===== src/rtl/ppf_pkg.sv =====
// Shared types and constants for the PNG Paeth filter.
// No dependencies; imported by every module of the block.
package ppf_pkg;

    localparam int SAMPLE_W   = 8;
    localparam int CFG_W      = 13;
    localparam int CFG_IDX_W  = 1;

    localparam logic [CFG_IDX_W-1:0] REG_IMAGE_WIDTH  = 1'd0;
    localparam logic [CFG_IDX_W-1:0] REG_IMAGE_HEIGHT = 1'd1;

    localparam logic [CFG_W-1:0] WIDTH_RESET  = 13'd3216;
    localparam logic [CFG_W-1:0] HEIGHT_RESET = 13'd2136;

    localparam int QUEUE_DEPTH = 4;
    localparam int QPTR_W      = $clog2(QUEUE_DEPTH);
    localparam int QCNT_W      = $clog2(QUEUE_DEPTH + 1);

    // One classified sample on its way from the front to the back.
    typedef struct packed {
        logic [SAMPLE_W-1:0] pixel;
        logic [SAMPLE_W-1:0] above;      // already zero on the first row
        logic                first_col;
        logic                eoi;
    } ppf_entry_t;

endpackage


===== src/rtl/ppf_back.sv =====
// Back part: Paeth prediction, residual and output register.
// Depends on ppf_pkg; drains ppf_queue in order.
module ppf_back (
    input  logic                          clk,
    input  logic                          rst_n,
    input  logic                          head_valid,
    input  ppf_pkg::ppf_entry_t           head_entry,
    output logic                          pop,
    output logic                          out_valid,
    input  logic                          out_stall,
    output logic [ppf_pkg::SAMPLE_W-1:0]  filtered,
    output logic                          end_of_image
);
    import ppf_pkg::*;

    logic [SAMPLE_W-1:0] left_reg;
    logic [SAMPLE_W-1:0] ul_reg;
    logic                out_valid_reg;
    logic [SAMPLE_W-1:0] filtered_reg;
    logic                eoi_reg;

    logic [SAMPLE_W-1:0] a, b, c, pred;
    logic signed [SAMPLE_W+1:0] d_a, d_b, d_c;
    logic [SAMPLE_W+1:0] pa, pb, pc;

    assign a = head_entry.first_col ? '0 : left_reg;
    assign b = head_entry.above;
    assign c = head_entry.first_col ? '0 : ul_reg;

    // Distances from p = a + b - c, written without forming p.
    always_comb
    begin
        d_a = $signed({2'b00, b}) - $signed({2'b00, c});
        d_b = $signed({2'b00, a}) - $signed({2'b00, c});
        d_c = $signed({2'b00, a}) + $signed({2'b00, b}) - $signed({1'b0, c, 1'b0});
        pa  = (d_a < 0) ? 10'(-d_a) : 10'(d_a);
        pb  = (d_b < 0) ? 10'(-d_b) : 10'(d_b);
        pc  = (d_c < 0) ? 10'(-d_c) : 10'(d_c);
        if (pa <= pb && pa <= pc)
            pred = a;
        else if (pb <= pc)
            pred = b;
        else
            pred = c;
    end

    assign pop = head_valid && (!out_valid_reg || !out_stall);

    always_ff @(posedge clk or negedge rst_n)
    begin
        if (!rst_n)
        begin
            out_valid_reg <= 1'b0;
            left_reg      <= '0;
            ul_reg        <= '0;
        end
        else
        begin
            if (pop)
            begin
                out_valid_reg <= 1'b1;
                left_reg      <= head_entry.pixel;
                ul_reg        <= b;
            end
            else if (!out_stall)
            begin
                out_valid_reg <= 1'b0;
            end
        end
    end

    always_ff @(posedge clk)
    begin
        if (pop)
        begin
            filtered_reg <= head_entry.pixel - pred;
            eoi_reg      <= head_entry.eoi;
        end
    end

    assign out_valid    = out_valid_reg;
    assign filtered     = filtered_reg;
    assign end_of_image = eoi_reg;

    a_pop_loads_output: assert property (@(posedge clk) disable iff (!rst_n)
        pop |=> out_valid_reg)
        else $error("popped beat not presented at output");

endmodule


===== config.mk =====
export PLATFORM = sky130hd
export DESIGN_NAME = ppf_back
export DESIGN_NICKNAME = d
export VERILOG_FILES = /design/src/rtl/ppf_pkg.sv /design/src/rtl/ppf_back.sv
export SDC_FILE = /design/constraint.sdc
export NUM_CORES = 1
export LEC_CHECK = 0
export CAP_MARGIN = 20
export CORE_MARGIN = 5
export CORE_UTILIZATION = 45
export DETAILED_ROUTE_END_ITERATION = 10
export DONT_BUFFER_PORTS = 1
export GPL_ROUTABILITY_DRIVEN = 1
export SYNTH_ARGS = -nofsm -noshare
export SYNTH_HDL_FRONTEND = slang
export SYNTH_SLANG_ARGS = --single-unit

===== constraint.sdc =====
create_clock -name clk -period 15.4 [get_ports clk]
set_input_delay 1.54 -clock clk [delete_from_list [all_inputs] [get_ports clk]]
set_output_delay 1.54 -clock clk [all_outputs]
set_load 0.1 [all_outputs]

Word-level counts from Yosys, hierarchy flattened
Index checks and enable logic that the tools add are counted.
{"block": "word_totals", "register_bits": 26, "in_bits": 22, "out_inout_bits": 11}
{"block": "classes", "addsub": 8, "magnitude_cmp": 6, "n_eq_ne": 1, "mux": 9, "n_reduce_logical": 5}
{"op": "$mux 8", "count": 4}
{"op": "$le 10x10->1", "count": 3}
{"op": "$mux 10", "count": 3}
{"op": "$neg 9->10", "count": 2}
{"op": "$lt 9x1->1 const B", "count": 2}
{"op": "$sub 8x8->9", "count": 2}
{"op": "$lt 10x1->1 const B", "count": 1}
{"op": "$neg 10->10", "count": 1}
{"op": "$sub 9x9->10", "count": 1}
{"op": "$add 8x8->9", "count": 1}
{"op": "$sub 8x8->8", "count": 1}
{"op": "$logic_and 1x1->1", "count": 2}
{"op": "$logic_not 1->1", "count": 2}
{"op": "$mux 1", "count": 2}
{"op": "$ne 2x2->1 const B", "count": 1}
{"op": "$logic_or 1x1->1", "count": 1}

Longest topological paths before layout
{"block": "depth", "ltp_word": 9, "mapped_depth": 35, "depth_no_buf": 33}

Least setup slack after synthesis
Ideal clock, no wire load.
{"block": "synth_path", "path_type": "input -> register", "startpoint": "in head_entry[1] (netlist bit)", "endpoint": "reg filtered_reg[7], in the netlist filtered[7], data pin", "setup_ns": 0.260, "t_arrival_ns": 7.418, "slack_ns": 7.723, "cell_stages": 33, "n_path_buf": 3, "cell_sequence": "buf_2 -> clkbuf_1 -> nand2b_1 -> fa_1 -> inv_1 -> ha_1 -> or2_1 -> o31a_1 -> and2_4 -> o311a_4 -> o21ai_0 -> nand2b_1 -> xnor2_1 -> xnor2_1 -> ha_1 -> a21o_1 -> a21oi_1 -> nand4b_1 -> and2_2 -> o31a_4 -> buf_6 -> o211ai_2 -> o21ai_1 -> ha_1 -> nor2b_1 -> o21ai_0 -> nand2b_1 -> a21o_1 -> a21o_1 -> a21o_1 -> a21oi_1 -> xor2_1 -> xnor2_1"}
{"block": "synth_between", "elab_chain_cells": 9, "elab_cells_between_ends": 22}
{"item": "start: declaration", "line": "ppf_back.sv:7", "text": "input ppf_pkg::ppf_entry_t head_entry,"}
{"item": "$mux 8", "line": "ppf_back.sv:26", "text": "assign a = head_entry.first_col ? '0 : left_reg;"}
{"item": "$add 8x8->9", "line": "ppf_back.sv:35", "text": "d_c = $signed({2'b00, a}) + $signed({2'b00, b}) - $signed({1'b0, c, 1'b0});"}
{"item": "$sub 9x9->10", "line": "ppf_back.sv:35"}
{"item": "$neg 10->10 / $lt 10x1->1 (equally long branches)", "line": "ppf_back.sv:38", "text": "pc = (d_c < 0) ? 10'(-d_c) : 10'(d_c);"}
{"item": "$mux 10", "line": "ppf_back.sv:38"}
{"item": "$le 10x10->1, on equally long branches", "line": "ppf_back.sv:41, ppf_back.sv:39"}
{"item": "$mux 8 / $logic_and 1x1->1 (equally long branches)", "line": "ppf_back.sv:41, ppf_back.sv:39"}
{"item": "$mux 8 (*)", "line": "ppf_back.sv:39", "text": "if (pa <= pb && pa <= pc)"}
{"item": "$sub 8x8->8 (*)", "line": "ppf_back.sv:76", "text": "filtered_reg <= head_entry.pixel - pred;"}
{"item": "end signal: assignment", "line": "ppf_back.sv:76"}
{"item": "end: declaration", "line": "ppf_back.sv:19", "text": "logic [SAMPLE_W-1:0] filtered_reg;"}
Mark *: on every way between the ends. The rest lies on a longest branch, timed or not.
A chain may end at the register's enable or synchronous reset.

Worst setup path in the final report
Same ends and word-level chain as after synthesis.

==> results.sh <==
export IMPL_holdPathEnd="left_reg[7]"
export IMPL_layout_drive_gt1_share_pct=10.5
export IMPL_cp_start_kind="primary input"
export IMPL_antenna_found_initial=0
export IMPL_worstReg2RegStart="ul_reg[2]"
export IMPL_start_util_pct=46.0
export IMPL_root_buffer="clkbuf_8"
export IMPL_hp_class="reg2reg"
export IMPL_wirelength_um=9340
export IMPL_grt_max_degree=27
export IMPL_seqPwrFrac_pct=22.9
export IMPL_yosysWarnings=0
export IMPL_top_layer_used="met4"
export IMPL_required_ps=15420
export IMPL_wl_per_cell_um=16.6
export IMPL_crit_slowest_cell="nor4b_1"
export IMPL_cp_data_arrival_time_ps=7820
export IMPL_whs_path_depth=1
export IMPL_ys_types=73
export IMPL_numClockSinks=26
export IMPL_worst_slew_pin_slew_ps=989
export IMPL_synth_seq_area_share_pct=17.3
export IMPL_endpoint_kind="flip-flop"
export IMPL_post_route_util_pct=48.1
export IMPL_ff2ff_setup_slack_ps=8470
export IMPL_cts_buffer_depth=2
export IMPL_multiInputGateArea_um2=3110
export IMPL_clkPwrFrac_pct=5.3
export IMPL_grt_pass1_wl_um=15400
export IMPL_dp_hpwl_um=7940
export IMPL_setup_viol=0
export IMPL_fmax_mhz=128
export IMPL_syn_cell_area_um2=4010
export IMPL_area_delta_synth_final_pct=4.52
export IMPL_critPathMaxFanout=20
export IMPL_place_gp_congestion=0.905
export IMPL_num_io_pins=33
export IMPL_async_flop_share_pct=65.4
export IMPL_cts_tree="done"
export IMPL_wl_met1_um=4440
export IMPL_cts_inserted_buffers=3
export IMPL_vias=3181
export IMPL_period_share_pct=50.7
export IMPL_drc=0
export IMPL_skew_ps=4.78
export IMPL_hold_start="left_reg[7]"
export IMPL_ctsHtreeMaxLevel=1
export IMPL_firstDrtPassIters=4
export IMPL_finalMaxSlewViolations=0
export IMPL_reg2reg_to="filtered[7]"
export IMPL_rsz0062_at_grt="false"
export IMPL_fp_dieW_um=104
export IMPL_synth_edf_count=9
export IMPL_die_area_um2=10900
export IMPL_synth_seq_cells=26
export IMPL_max_stage_delay_ps=500
export IMPL_postCtsSetupBuffers=0
export IMPL_port_buffers=0
export IMPL_die_h_um=104
export IMPL_cap_violations=0
export IMPL_internal_power_uw=397
export IMPL_switching_share_pct=52.9
export IMPL_crit_type="in2reg"
export IMPL_met3_length_um=379
export IMPL_final_cell_area_um2=4200
export IMPL_n_antenna_cell=0
export IMPL_fp_row_count=34
export IMPL_met2_length_um=4400
export IMPL_slew_headroom_pct=34.1
export IMPL_p_comb_share_pct=71.9
export IMPL_gr_total_overflow=0
export IMPL_outcome="finished, final reports clean"
export IMPL_leakagePower_nw=1.96
export IMPL_switchingPower_uw=445
export IMPL_place_ws_ps=7330
export IMPL_rr_worst_depth=30
export IMPL_period_needed_ps=7800
export IMPL_worstSkewPairLatency_ps=270
export IMPL_syn_area_per_cell_um2=8.84
export IMPL_first_global_vias=3113
export IMPL_drtIter0Drc=125
export IMPL_synthCells=454
export IMPL_nNetsFinal=549
export IMPL_power_density_nw_per_um2=201
export IMPL_ant_nets=0
export IMPL_track_usage_pct=17.0
export IMPL_synthFlopType="dfrtp_1"
export IMPL_cts_hold_buf=0
export IMPL_clk_pin_slew_ps=90
export IMPL_via_per_inst=5.65
export IMPL_post_cts_resized=0
export IMPL_seqCellArea_um2=696
export IMPL_tns_ps=0
export IMPL_coreArea_um2=8720
export IMPL_finalHoldViolations=0
export IMPL_dpl_cell_area_um2=4140
export IMPL_worst_slack_ps=7600
export IMPL_fill_cells=824
export IMPL_vdd_drop_max_mv=0.122
-- power groups by stage --
stage	sequential, mW	clock (mW)	combinational, mW
floorplan	0.191	0	0.495
global placement	0.195	0	0.592
detailed placement	0.194	0	0.604
CTS	0.193	0.0456	0.608
global route	0.195	0.0495	0.683
finish	0.193	0.0442	0.605
-- routing by layer --
metal | track usage [%] | vias up
met5 | 0 | -
met3 | 2.92 | 12
met2 | 29.2 | 61
met1 | 22.6 | 1493
met4 | 2.68 | 0
li1 | - | 1615
-- worst max-delay path by stage --
stage	start	end	cells after the start
6_report	head_entry[1]	filtered[7]	30
5_1_grt	head_entry[1]	filtered[7]	32
4_1_cts	head_entry[1]	filtered[7]	29
3_5_place_dp	head_entry[1]	filtered[7]	29
3_3_place_gp	head_entry[1]	filtered[7]	30
2_1_floorplan	head_entry[1]	filtered[7]	33
-- Yosys cell counts (3+ instances only) --
| master | n | area (um2) |
|---|---|---|
| a211o_1 | 3 | 26.3 |
| a21o_1 | 18 | 135 |
| a21oi_1 | 22 | 110 |
| a31oi_1 | 4 | 25.0 |
| and2_1 | 4 | 25.0 |
| clkbuf_1 | 3 | 11.3 |
| dfrtp_1 | 17 | 425 |
| edfxtp_1 | 9 | 270 |
| fa_1 | 9 | 180 |
| ha_1 | 62 | 776 |
| inv_1 | 50 | 188 |
| mux2_2 | 16 | 180 |
| mux2i_1 | 5 | 50.1 |
| nand2_1 | 14 | 52.6 |
| nand2b_1 | 21 | 131 |
| nand3_1 | 9 | 45.0 |
| nand4_1 | 7 | 43.8 |
| nor2_1 | 20 | 75.1 |
| nor2b_1 | 14 | 87.6 |
| nor3_1 | 7 | 35.0 |
| o211ai_1 | 4 | 30.0 |
| o21a_1 | 4 | 30.0 |
| o21ai_0 | 17 | 85.1 |
| o21ai_1 | 9 | 45.0 |
| o21bai_1 | 4 | 30.0 |
| or2_1 | 3 | 18.8 |
| or3_1 | 4 | 25.0 |
| or4_1 | 3 | 22.5 |
| xnor2_1 | 26 | 228 |
| xor2_1 | 12 | 105 |
-- through the flow --
step,hold slack [ps],total power [mW],std cells
after CTS,514,0.847,563
after floorplan,472,0.686,456
after global placement,490,0.787,559
final,508,0.842,563
after global routing,530,0.927,563
after detailed placement,492,0.798,559
-- cells by family (layout without fill, tap and decap cells) --
group,after synthesis,after routing,share of synthesized area (%)
AO/OA/AOI/OAI,108,108,19.0
multiplexers,22,22,6.02
flip-flops,26,26,17.3
adder cells (fa/ha/maj),72,72,24.1
other,2,4,0.187
AND/OR/NAND/NOR,126,126,18.2
buffers and inverters,57,56,5.64
XOR/XNOR,41,41,9.51
-- layout make-up --
class                   instances  share of cell area, %
flip-flops and latches         26                   16.6
well taps                     108                   3.22
clock buffers                   4                   1.31
multi-input cells             373                   74.1
repair buffers                  1                  0.179
inverters                      51                   4.56
-- worst max-delay path, delay by kind of cell --
family | cells | cell delay [ps]
multiplexers | 1 | 360
buffers and inverters | 1 | 60
XOR/XNOR | 2 | 310
adder cells (fa/ha/maj) | 4 | 1330
AO/OA/AOI/OAI | 14 | 2620
AND/OR/NAND/NOR | 8 | 1600
-- cells in the final DEF (no fill, tap or decap), drive strengths merged, types with 5 or more instances in the layout --
cell type / Yosys / layout
a21o: 18 / 18
a21oi: 24 / 24
a31oi: 5 / 5
and2: 7 / 7
dfrtp: 17 / 17
edfxtp: 9 / 9
fa: 9 / 9
ha: 62 / 62
inv: 51 / 51
mux2: 17 / 17
mux2i: 5 / 5
nand2: 15 / 15
nand2b: 21 / 21
nand3: 9 / 9
nand4: 7 / 7
nor2: 21 / 21
nor2b: 14 / 14
nor3: 8 / 8
o211ai: 6 / 6
o21a: 5 / 5
o21ai: 26 / 26
or2: 5 / 5
xnor2: 28 / 28
xor2: 13 / 13
No activity file was read; power rests on OpenSTA's default activity.
