$ cat config.mk
export PLATFORM = sky130hd
export DESIGN_NAME = ppf_queue
export DESIGN_NICKNAME = d
export VERILOG_FILES = /design/src/rtl/ppf_pkg.sv /design/src/rtl/ppf_queue.sv
export SDC_FILE = /design/constraint.sdc
export NUM_CORES = 1
export LEC_CHECK = 0
export BUFFER_PORTS_ARGS = -buffer_cell sky130_fd_sc_hd__buf_2
export CAP_MARGIN = 20
export CELL_PAD_IN_SITES_DETAIL_PLACEMENT = 0
export CELL_PAD_IN_SITES_GLOBAL_PLACEMENT = 2
export CORE_ASPECT_RATIO = 0.9
export CORE_MARGIN = 4
export CORE_UTILIZATION = 43
export DETAILED_ROUTE_END_ITERATION = 6
export GPL_TIMING_DRIVEN = 0
export HOLD_SLACK_MARGIN = 0.08
export PLACE_DENSITY = 0.87
export SYNTH_ARGS = -nofsm -noshare
export SYNTH_HDL_FRONTEND = slang
export SYNTH_SLANG_ARGS = --single-unit
$ cat constraint.sdc
create_clock -name clk -period 1.8 [get_ports clk]
set_clock_uncertainty 0.05 [all_clocks]
set_input_delay 0.54 -clock clk [delete_from_list [all_inputs] [get_ports clk]]
set_output_delay 0.54 -clock clk [all_outputs]
set_load 0.005 [all_outputs]
$ cat src/rtl/ppf_pkg.sv
// Shared types and constants for the PNG Paeth filter.
// No dependencies; imported by every module of the block.
package ppf_pkg;

    localparam int SAMPLE_W   = 8;
    localparam int CFG_W      = 13;
    localparam int CFG_IDX_W  = 1;

    localparam logic [CFG_IDX_W-1:0] REG_IMAGE_WIDTH  = 1'd0;
    localparam logic [CFG_IDX_W-1:0] REG_IMAGE_HEIGHT = 1'd1;

    localparam logic [CFG_W-1:0] WIDTH_RESET  = 13'd3216;
    localparam logic [CFG_W-1:0] HEIGHT_RESET = 13'd2136;

    localparam int QUEUE_DEPTH = 4;
    localparam int QPTR_W      = $clog2(QUEUE_DEPTH);
    localparam int QCNT_W      = $clog2(QUEUE_DEPTH + 1);

    // One classified sample on its way from the front to the back.
    typedef struct packed {
        logic [SAMPLE_W-1:0] pixel;
        logic [SAMPLE_W-1:0] above;      // already zero on the first row
        logic                first_col;
        logic                eoi;
    } ppf_entry_t;

endpackage

$ cat src/rtl/ppf_queue.sv
// Short in-order queue between the front and the back.
// Depends on ppf_pkg for the entry type and depth.
module ppf_queue (
    input  logic                          clk,
    input  logic                          rst_n,
    input  logic                          push,
    input  ppf_pkg::ppf_entry_t           push_entry,
    input  logic                          pop,
    output logic                          head_valid,
    output ppf_pkg::ppf_entry_t           head_entry,
    output logic [ppf_pkg::QCNT_W-1:0]    count
);
    import ppf_pkg::*;

    ppf_entry_t          slot_mem [QUEUE_DEPTH];
    logic [QPTR_W-1:0]   wr_ptr_reg, rd_ptr_reg;
    logic [QCNT_W-1:0]   count_reg, count_next;

    always_comb
    begin
        count_next = count_reg;
        if (push && !pop)
            count_next = count_reg + QCNT_W'(1);
        else if (pop && !push)
            count_next = count_reg - QCNT_W'(1);
    end

    always_ff @(posedge clk or negedge rst_n)
    begin
        if (!rst_n)
        begin
            wr_ptr_reg <= '0;
            rd_ptr_reg <= '0;
            count_reg  <= '0;
        end
        else
        begin
            if (push)
                wr_ptr_reg <= wr_ptr_reg + QPTR_W'(1);
            if (pop)
                rd_ptr_reg <= rd_ptr_reg + QPTR_W'(1);
            count_reg <= count_next;
        end
    end

    always_ff @(posedge clk)
    begin
        if (push)
            slot_mem[wr_ptr_reg] <= push_entry;
    end

    assign head_valid = (count_reg != '0);
    assign head_entry = slot_mem[rd_ptr_reg];
    assign count      = count_reg;

    a_no_overflow: assert property (@(posedge clk) disable iff (!rst_n)
        (push && !pop) |-> (count_reg < QCNT_W'(QUEUE_DEPTH)))
        else $error("queue overflow");

    a_no_underflow: assert property (@(posedge clk) disable iff (!rst_n)
        pop |-> head_valid)
        else $error("queue popped while empty");

endmodule

[After elaboration in Yosys (flattened, before gate mapping)]
Memories as Yosys holds them, arrays and structs flattened.
Cells that the tools add are included.
Word-level totals
  bits in registers: 7
  memory bits (writable): 72
  input bits: 22
  logic and storage cells: 18
  memories kept: 1
Memories
  slot_mem: depth 4, bits a word 18, rd ports 1, clocked after memory_dff 0, write ports 1, RTL line ppf_queue.sv:15  | ppf_entry_t slot_mem [QUEUE_DEPTH];
Operators by class
  add/subtract/negate cells: 4
  multiplexer cells: 4
  reductions and logical operators: 6
Operator list (number)
  2-to-1 mux 3 bit: 2
  adder 2 x 1 -> 2 bit, second input constant: 2
  adder 3 x 1 -> 3 bit, second input constant: 1
  nonzero test 3 bit: 1
  subtractor 3 x 1 -> 3 bit, second input constant: 1
  logical AND 1 bit: 2
  logical NOT 1 bit: 2
  2-to-1 mux 1 bit: 2
  nonzero test 2 bit: 1

[Longest topological paths before layout]
Gate-level depths: netlist (run 1).
  word-level depth: 4
  depth in mapped cells: 7
  gate-level depth less buffers: 7

[Worst setup path after synthesis (run 1)]
Ideal clock, no wire load.
  kind: input -> register
  start: input pop
  end: register count_reg[2], in the netlist count[2]
  library setup time: 79 ps
  data arrival time: 1526 ps
  required time: 1671 ps
  path slack: 145 ps
  stages on the path: 7
  cells stage by stage: inv_1 -> ha_1 -> inv_1 -> fa_1 -> xor2_1 -> nor2_1 -> xor2_1
Between the ends
  word-level cells in the longest chain between the ends: 3
Ends and longest elaborated chain
  start: declaration: RTL line ppf_queue.sv:8  | input logic pop,
  logical NOT 1 bit: RTL line ppf_queue.sv:22  | if (push && !pop)
  logical AND 1 bit: RTL line ppf_queue.sv:22
  2-to-1 mux 3 bit or nonzero test 2 bit (tied branches)
  end signal: assignment: RTL line ppf_queue.sv:42  | count_reg <= count_next;
  end: declaration: RTL line ppf_queue.sv:17  | logic [QCNT_W-1:0] count_reg, count_next;
Several ways; a longest one is shown, not always the timed one.
A chain may end at the register's enable or synchronous reset.

==> metrics.txt, run 1 <==
Vias=1,380; combinational share of power=32.4%; crit path max-delay cell type=mux4_2; row count=28; fillers=536; Internal=3.88 mW; Post-synth top cells=edfxtp_1, mux4_2, dfrtp_1, ha_1; Worst Slack Setup Final=-0.402 ns; HP Class=primary input to register; Max transition margin=65.7%; DR iter-0 viols=89; ys async rst share=8.86%; Most Crowded Layer GR=met2; max cap viols=0; slew at the pin closest to its max-slew limit=0.515 ns; ys flop type=edfxtp_1; power per cell area=1520 nW/um^2; initial antenna violation count=0; share of layout cells above drive strength 1=45.5%; critical path startpoint category=register; Req. time, crit path=1.21 ns; Ports=44; FMAX=454 MHz; sequential share of power=47.6%; global placer's final weighted congestion=0.658; yosys warns=0; H-tree levels=3; net switching power=1.52 mW; DR pass1 iterations=4; clock slew at reported path FFs=0.08 ns; # setup viols final=18; CP arrival=1.61 ns; GRT overflow=0; Initial Util=44.9%; Routed wire per std cell=18.0 um; Netlist Area Pre-Place=2990 sq um; capturing element type of the critical path=primary output; DRT antenna net count=0; post-synthesis sequential area ratio=78.3%; vias in the first global route=1,496; Syn Inst Count=127; DIE WIDTH=95.9 um; Slew Limit Fails=0; final net count=214; crit-path max cell delay=0.51 ns; largest net degree at the start of global routing=19; CTS tree=built; GR Util met1=15.9%; Avg Cell Area, Syn=23.5 sq um; period utilization=122%; clk root buf=clkbuf_8; PortBufs=43; max reg flops=72; vias per cell=4.91; cts bufs inserted=9; grt met2 use=23.1%; status=finished with violations; CTS Sinks=79; sum of negative setup slack=-6.80 ns; Post-Syn Nets=155; n_diodes=0; violated checks=setup timing; switching part of the total=28.1%; CP cell instances=buf_12, mux4_2, buf_2; Remaining DRCs=0; flops & latches, synth=79; top cells by area, synth=edfxtp_1, mux4_2, dfrtp_1; critical path fanouts, max=10; met3 Use GR=3.54%; most frequent cell after synthesis=edfxtp_1; Clock Power Share=19.9%; first-pass GRT wire length=7.98 mm; all-layer global routing usage=13.6%; unrepaired setup endpoints after global routing=yes; hpwl dp=3.33 mm; core area=6660 sq um; VDD IR max=0.560 mV; Crit Path Category=register to primary output; Distinct cells, synth=17; top cell type's share of synthesized area=72.4%; Worst-Skew Late Latency=0.34 ns; Vert. Die Dim=87.1 um; Max Root-Sink Buffers=2; Layout area overhead=19.2%; final core occ=53.5%; post-synth top area cell=edfxtp_1; Leak=1.28 nW; Total Wirelength=5.07 mm; EDFF count, synth=72; Min Clock Period, post-route=2.20 ns; Final Hold Vio Count=0; die area=8350 sq um
==> layout make-up <==
class / count / area (sq um) / share of cell area, %
sequential: 79 / 2340 / 65.7
multi-input combinational: 40 / 604 / 17.0
timing repair buffer: 48 / 279 / 7.84
clock buffer: 11 / 131 / 3.69
tap: 90 / 113 / 3.16
buffer: 4 / 55.1 / 1.55
clock inverter: 5 / 25.0 / 0.703
inverter: 4 / 15.0 / 0.422
==> cell families (layout without fill, tap and decap cells) <==
family | Yosys count | in the layout | share of synthesized area [%]
flops | 79 | 79 | 78.3
fa+ha+maj | 6 | 6 | 2.77
buf+inv | 8 | 72 | 1.68
simple gates | 8 | 8 | 1.42
compound gates | 1 | 1 | 0.167
mux | 19 | 19 | 14.0
xor+xnor | 6 | 6 | 1.76
==> metal layers <==
layer  share of wire (%)  vias to the layer above  wire, um
li1                    -                      627         -
met3                 4.5                        8       226
met1                  40                      707      2040
met5                   0                        -         0
met2                  53                       38      2710
met4                 1.8                        0        89
==> stage by stage <==
step / cell area, sq um / hold slack (ns) / total power [mW] / instances / setup slack [ns]
2_1_floorplan: 2990 / 0.194 / 3.59 / 127 / 0.145
3_3_place_gp: 3310 / 0.329 / 4.11 / 260 / -0.104
3_5_place_dp: 3310 / 0.335 / 4.23 / 260 / -0.183
4_1_cts: 3510 / 0.341 / 5.34 / 279 / -0.416
5_1_grt: 3560 / 0.349 / 5.73 / 281 / -0.479
6_report: 3560 / 0.358 / 5.40 / 281 / -0.402
==> placed cells by master, fill, tap and decap left out <==
cell type,netlist,routed
and2_2,0,4
buf_12,0,2
buf_2,1,42
buf_4,1,5
buf_6,2,1
clkbuf_1,0,2
clkbuf_16,0,1
clkbuf_8,0,9
clkinv_1,0,2
clkinv_2,0,2
clkinvlp_4,0,1
dfrtp_1,7,6
dfrtp_2,0,1
dlygate4sd3_1,0,1
edfxtp_1,72,72
fa_1,1,1
ha_1,5,5
inv_1,4,4
mux2_2,1,1
mux4_2,18,18
nand2_1,2,2
nor2_1,1,1
o21ai_0,1,1
or3_1,1,1
xnor2_1,2,2
xor2_1,4,4
==> worst paths after layout <==
path	startpoint	endpoint	slack [ns]	depth (start not counted)
min in group asynchronous	rst_n	count[1]	0.51	2
max reg2reg	wr_ptr_reg[1]	slot_mem[1][0]	0.24	3
max in group asynchronous	rst_n	rd_ptr_reg[0]	1.02	2
min reg2reg	wr_ptr_reg[0]	wr_ptr_reg[0]	0.49	1
min	push_entry[1]	slot_mem[0][1]	0.36	1
max	rd_ptr_reg[0]	head_entry[1]	-0.40	3
==> what timing repair did <==
item                                    4_1_cts  5_1_grt
gates resized for setup                       5        6
hold buffers                                  1        0
buffers inserted                              2        1
cloned                                        0        1
endpoints found under the setup margin       73       37
endpoints found under the hold margin         7        0
pin swaps                                     1        0
==> power groups by stage <==
stage | clock [mW] | sequential, mW | combinational, mW
CTS | 1.10 | 2.56 | 1.68
detailed placement | 0 | 2.62 | 1.61
global placement | 0 | 2.57 | 1.54
global route | 1.18 | 2.61 | 1.93
floorplan | 0 | 2.57 | 1.02
finish | 1.08 | 2.57 | 1.75
==> critical path, delay by kind of cell, from the launching register on <==
family / cells / cell delay (ns)
muxes: 1 / 0.51
buffers and inverters: 2 / 0.32
DFF: 1 / 0.45
(Power assumes the default switching activity.)
==> run 2: changes to the inputs <==
--- a/config.mk
+++ b/config.mk
@@ -12,10 +12,12 @@
 export CORE_ASPECT_RATIO = 0.9
 export CORE_MARGIN = 4
 export CORE_UTILIZATION = 43
+export CTS_CLUSTER_SIZE = 8
 export DETAILED_ROUTE_END_ITERATION = 6
 export GPL_TIMING_DRIVEN = 0
 export HOLD_SLACK_MARGIN = 0.08
-export PLACE_DENSITY = 0.87
+export PLACE_DENSITY_LB_ADDON = 0.1
+export SLEW_MARGIN = 30
 export SYNTH_ARGS = -nofsm -noshare
 export SYNTH_HDL_FRONTEND = slang
 export SYNTH_SLANG_ARGS = --single-unit
==> run 2 against run 1 <==
Net effect: the run still ends with setup timing left; critical path type unchanged; utilization barely moved; first-iteration DRC count shrank 35%; die area did not move; via count is 1.9% lower; final cell count did not move; non-clock buffer count grew 1; design area is essentially flat; routed wire length down 6.2%; worst hold slack better by 0.0066 ns; largest cell class unchanged; register-to-register slack worse by 0.10 ns.
==> metrics.txt, run 2 (synthesis results as in run 1) <==
largest net degree at the start of global routing=19; Crit Path Category=register to primary output; Pwr Total=5.33 mW; GRT overflow=0; Reg area=2340 sq um; VDD IR max=0.662 mV; Layout area overhead=19.2%; Leak=1.28 nW; Max Root-Sink Buffers=2; period utilization=120%; DR pass1 iterations=4; hpwl dp=3.11 mm; most frequent cells in the layout=edfxtp_1, buf_2, mux4_2; Total Wirelength=4.76 mm; Ports=44; global placer's final weighted congestion=0.706; hold path endpoint=slot_mem[1][16]; DIE WIDTH=95.9 um; Min Clock Period, post-route=2.15 ns; clock slew at reported path FFs=0.07 ns; capturing element type of the critical path=primary output; count of non-filler cells in the finished layout=281; GR Util met1=15.5%; Worst Slack Setup Final=-0.351 ns; CTS tree=built; commonest non-fill, non-tap cell in the layout=edfxtp_1; Max transition margin=65.2%; met3 Use GR=5.27%; slew at the pin closest to its max-slew limit=0.523 ns; Worst-Skew Late Latency=0.33 ns; final net count=215; Vias=1,354; r2r startpoint=wr_ptr_reg[0]; area of the multi-input gates=603 sq um; HP Class=primary input to register; Req. time, crit path=1.21 ns; all-layer global routing usage=13.2%; clk root buf=clkbuf_8; final core occ=53.5%; CTS Sinks=79; CP arrival=1.56 ns; Initial Util=44.9%; FF-to-FF path depth=4; Reg2Reg Setup Slack=0.14 ns; share of layout cells above drive strength 1=46.1%; H-tree levels=3; critical path fanouts, max=10; Post-DP Area=3330 sq um; n_diodes=0; sum of negative setup slack=-5.98 ns; grt met2 use=21.8%; core area=6660 sq um; Most Crowded Layer GR=met2; Remaining DRCs=0; hold_sp=push_entry[16]; power per cell area=1500 nW/um^2; Vert. Die Dim=87.1 um; WHS Path Cells=1; vias per cell=4.82; Final Hold Vio Count=0; Worst R2R End=slot_mem[2][2]; DRT antenna net count=0; cts bufs inserted=9; PortBufs=43; unrepaired setup endpoints after global routing=yes; first-pass GRT wire length=7.64 mm; final instance area=3560 sq um; status=finished with violations; row count=28; fillers=553; max cap viols=0; Slew Limit Fails=0; critical path startpoint category=register; vias in the first global route=1,499; Routed wire per std cell=16.9 um; FMAX=465 MHz; violated checks=setup timing; max reg flops=72; DR iter-0 viols=58; die area=8350 sq um; placed cells=261; # setup viols final=18; initial antenna violation count=0
run 2: cell types whose count changed in the layout (fill, tap and decap cells not counted), sizes merged:
| cell | delta |
|---|---|
| buf | +2 |
| clkbuf | -2 |
run 2: layout make-up:
type                            count  share of cell area, %
Buffer                              3                   1.09
Clock buffer                       10                   3.59
Clock inverter                      5                  0.738
Inverter                            4                  0.422
Multi-Input combinational cell     40                   16.9
Sequential cell                    79                   65.7
Tap cell                           90                   3.16
Timing Repair Buffer               50                   8.37
run 2: metal layers:
layer	part of all wire [%]	wire length, um
met4	0.61	29
met2	53	2510
met1	41	1940
met3	5.9	283
met5	0	0
run 2: how the worst max path moves through the flow:
stage,startpoint,endpoint,slack (ns),depth (start not counted)
final,rd_ptr_reg[0],head_entry[2],-0.35,3
after global routing,rd_ptr_reg[0],head_entry[2],-0.43,3
after CTS,rd_ptr_reg[0],head_entry[10],-0.40,4
after detailed placement,push,count[2],-0.13,7
after global placement,push,slot_mem[1][14],-0.19,2
after floorplan,pop,count[2],0.14,7
run 2: through the flow:
stage	setup WS (ns)	hold slack, ns
after global routing	-0.425	0.347
after detailed placement	-0.127	0.330
after global placement	-0.186	0.330
final	-0.351	0.364
after CTS	-0.402	0.343
after floorplan	0.145	0.194
run 2: worst max-delay path: stages, from the launching register on:
cell and delay, ns:
dfrtp_2 0.42, buf_12 0.16, mux4_2 0.51, buf_2 0.14
run 2: where the power goes:
group / leakage (nW) / internal (mW) / total [mW] / switching (mW)
sequential: 0.742 / 2.43 / 2.55 / 0.120
clock: 0.0793 / 0.480 / 1.04 / 0.560
combinational: 0.458 / 0.953 / 1.74 / 0.785
run 2: what timing repair did:
item | 4_1_cts | 5_1_grt
endpoints found under the hold margin | 7 | 0
setup buffers | 4 | 1
endpoints found under the setup margin | 19 | 19
gates cloned | 1 | 0
hold buffers | 1 | 0
gates resized for setup | 6 | 6
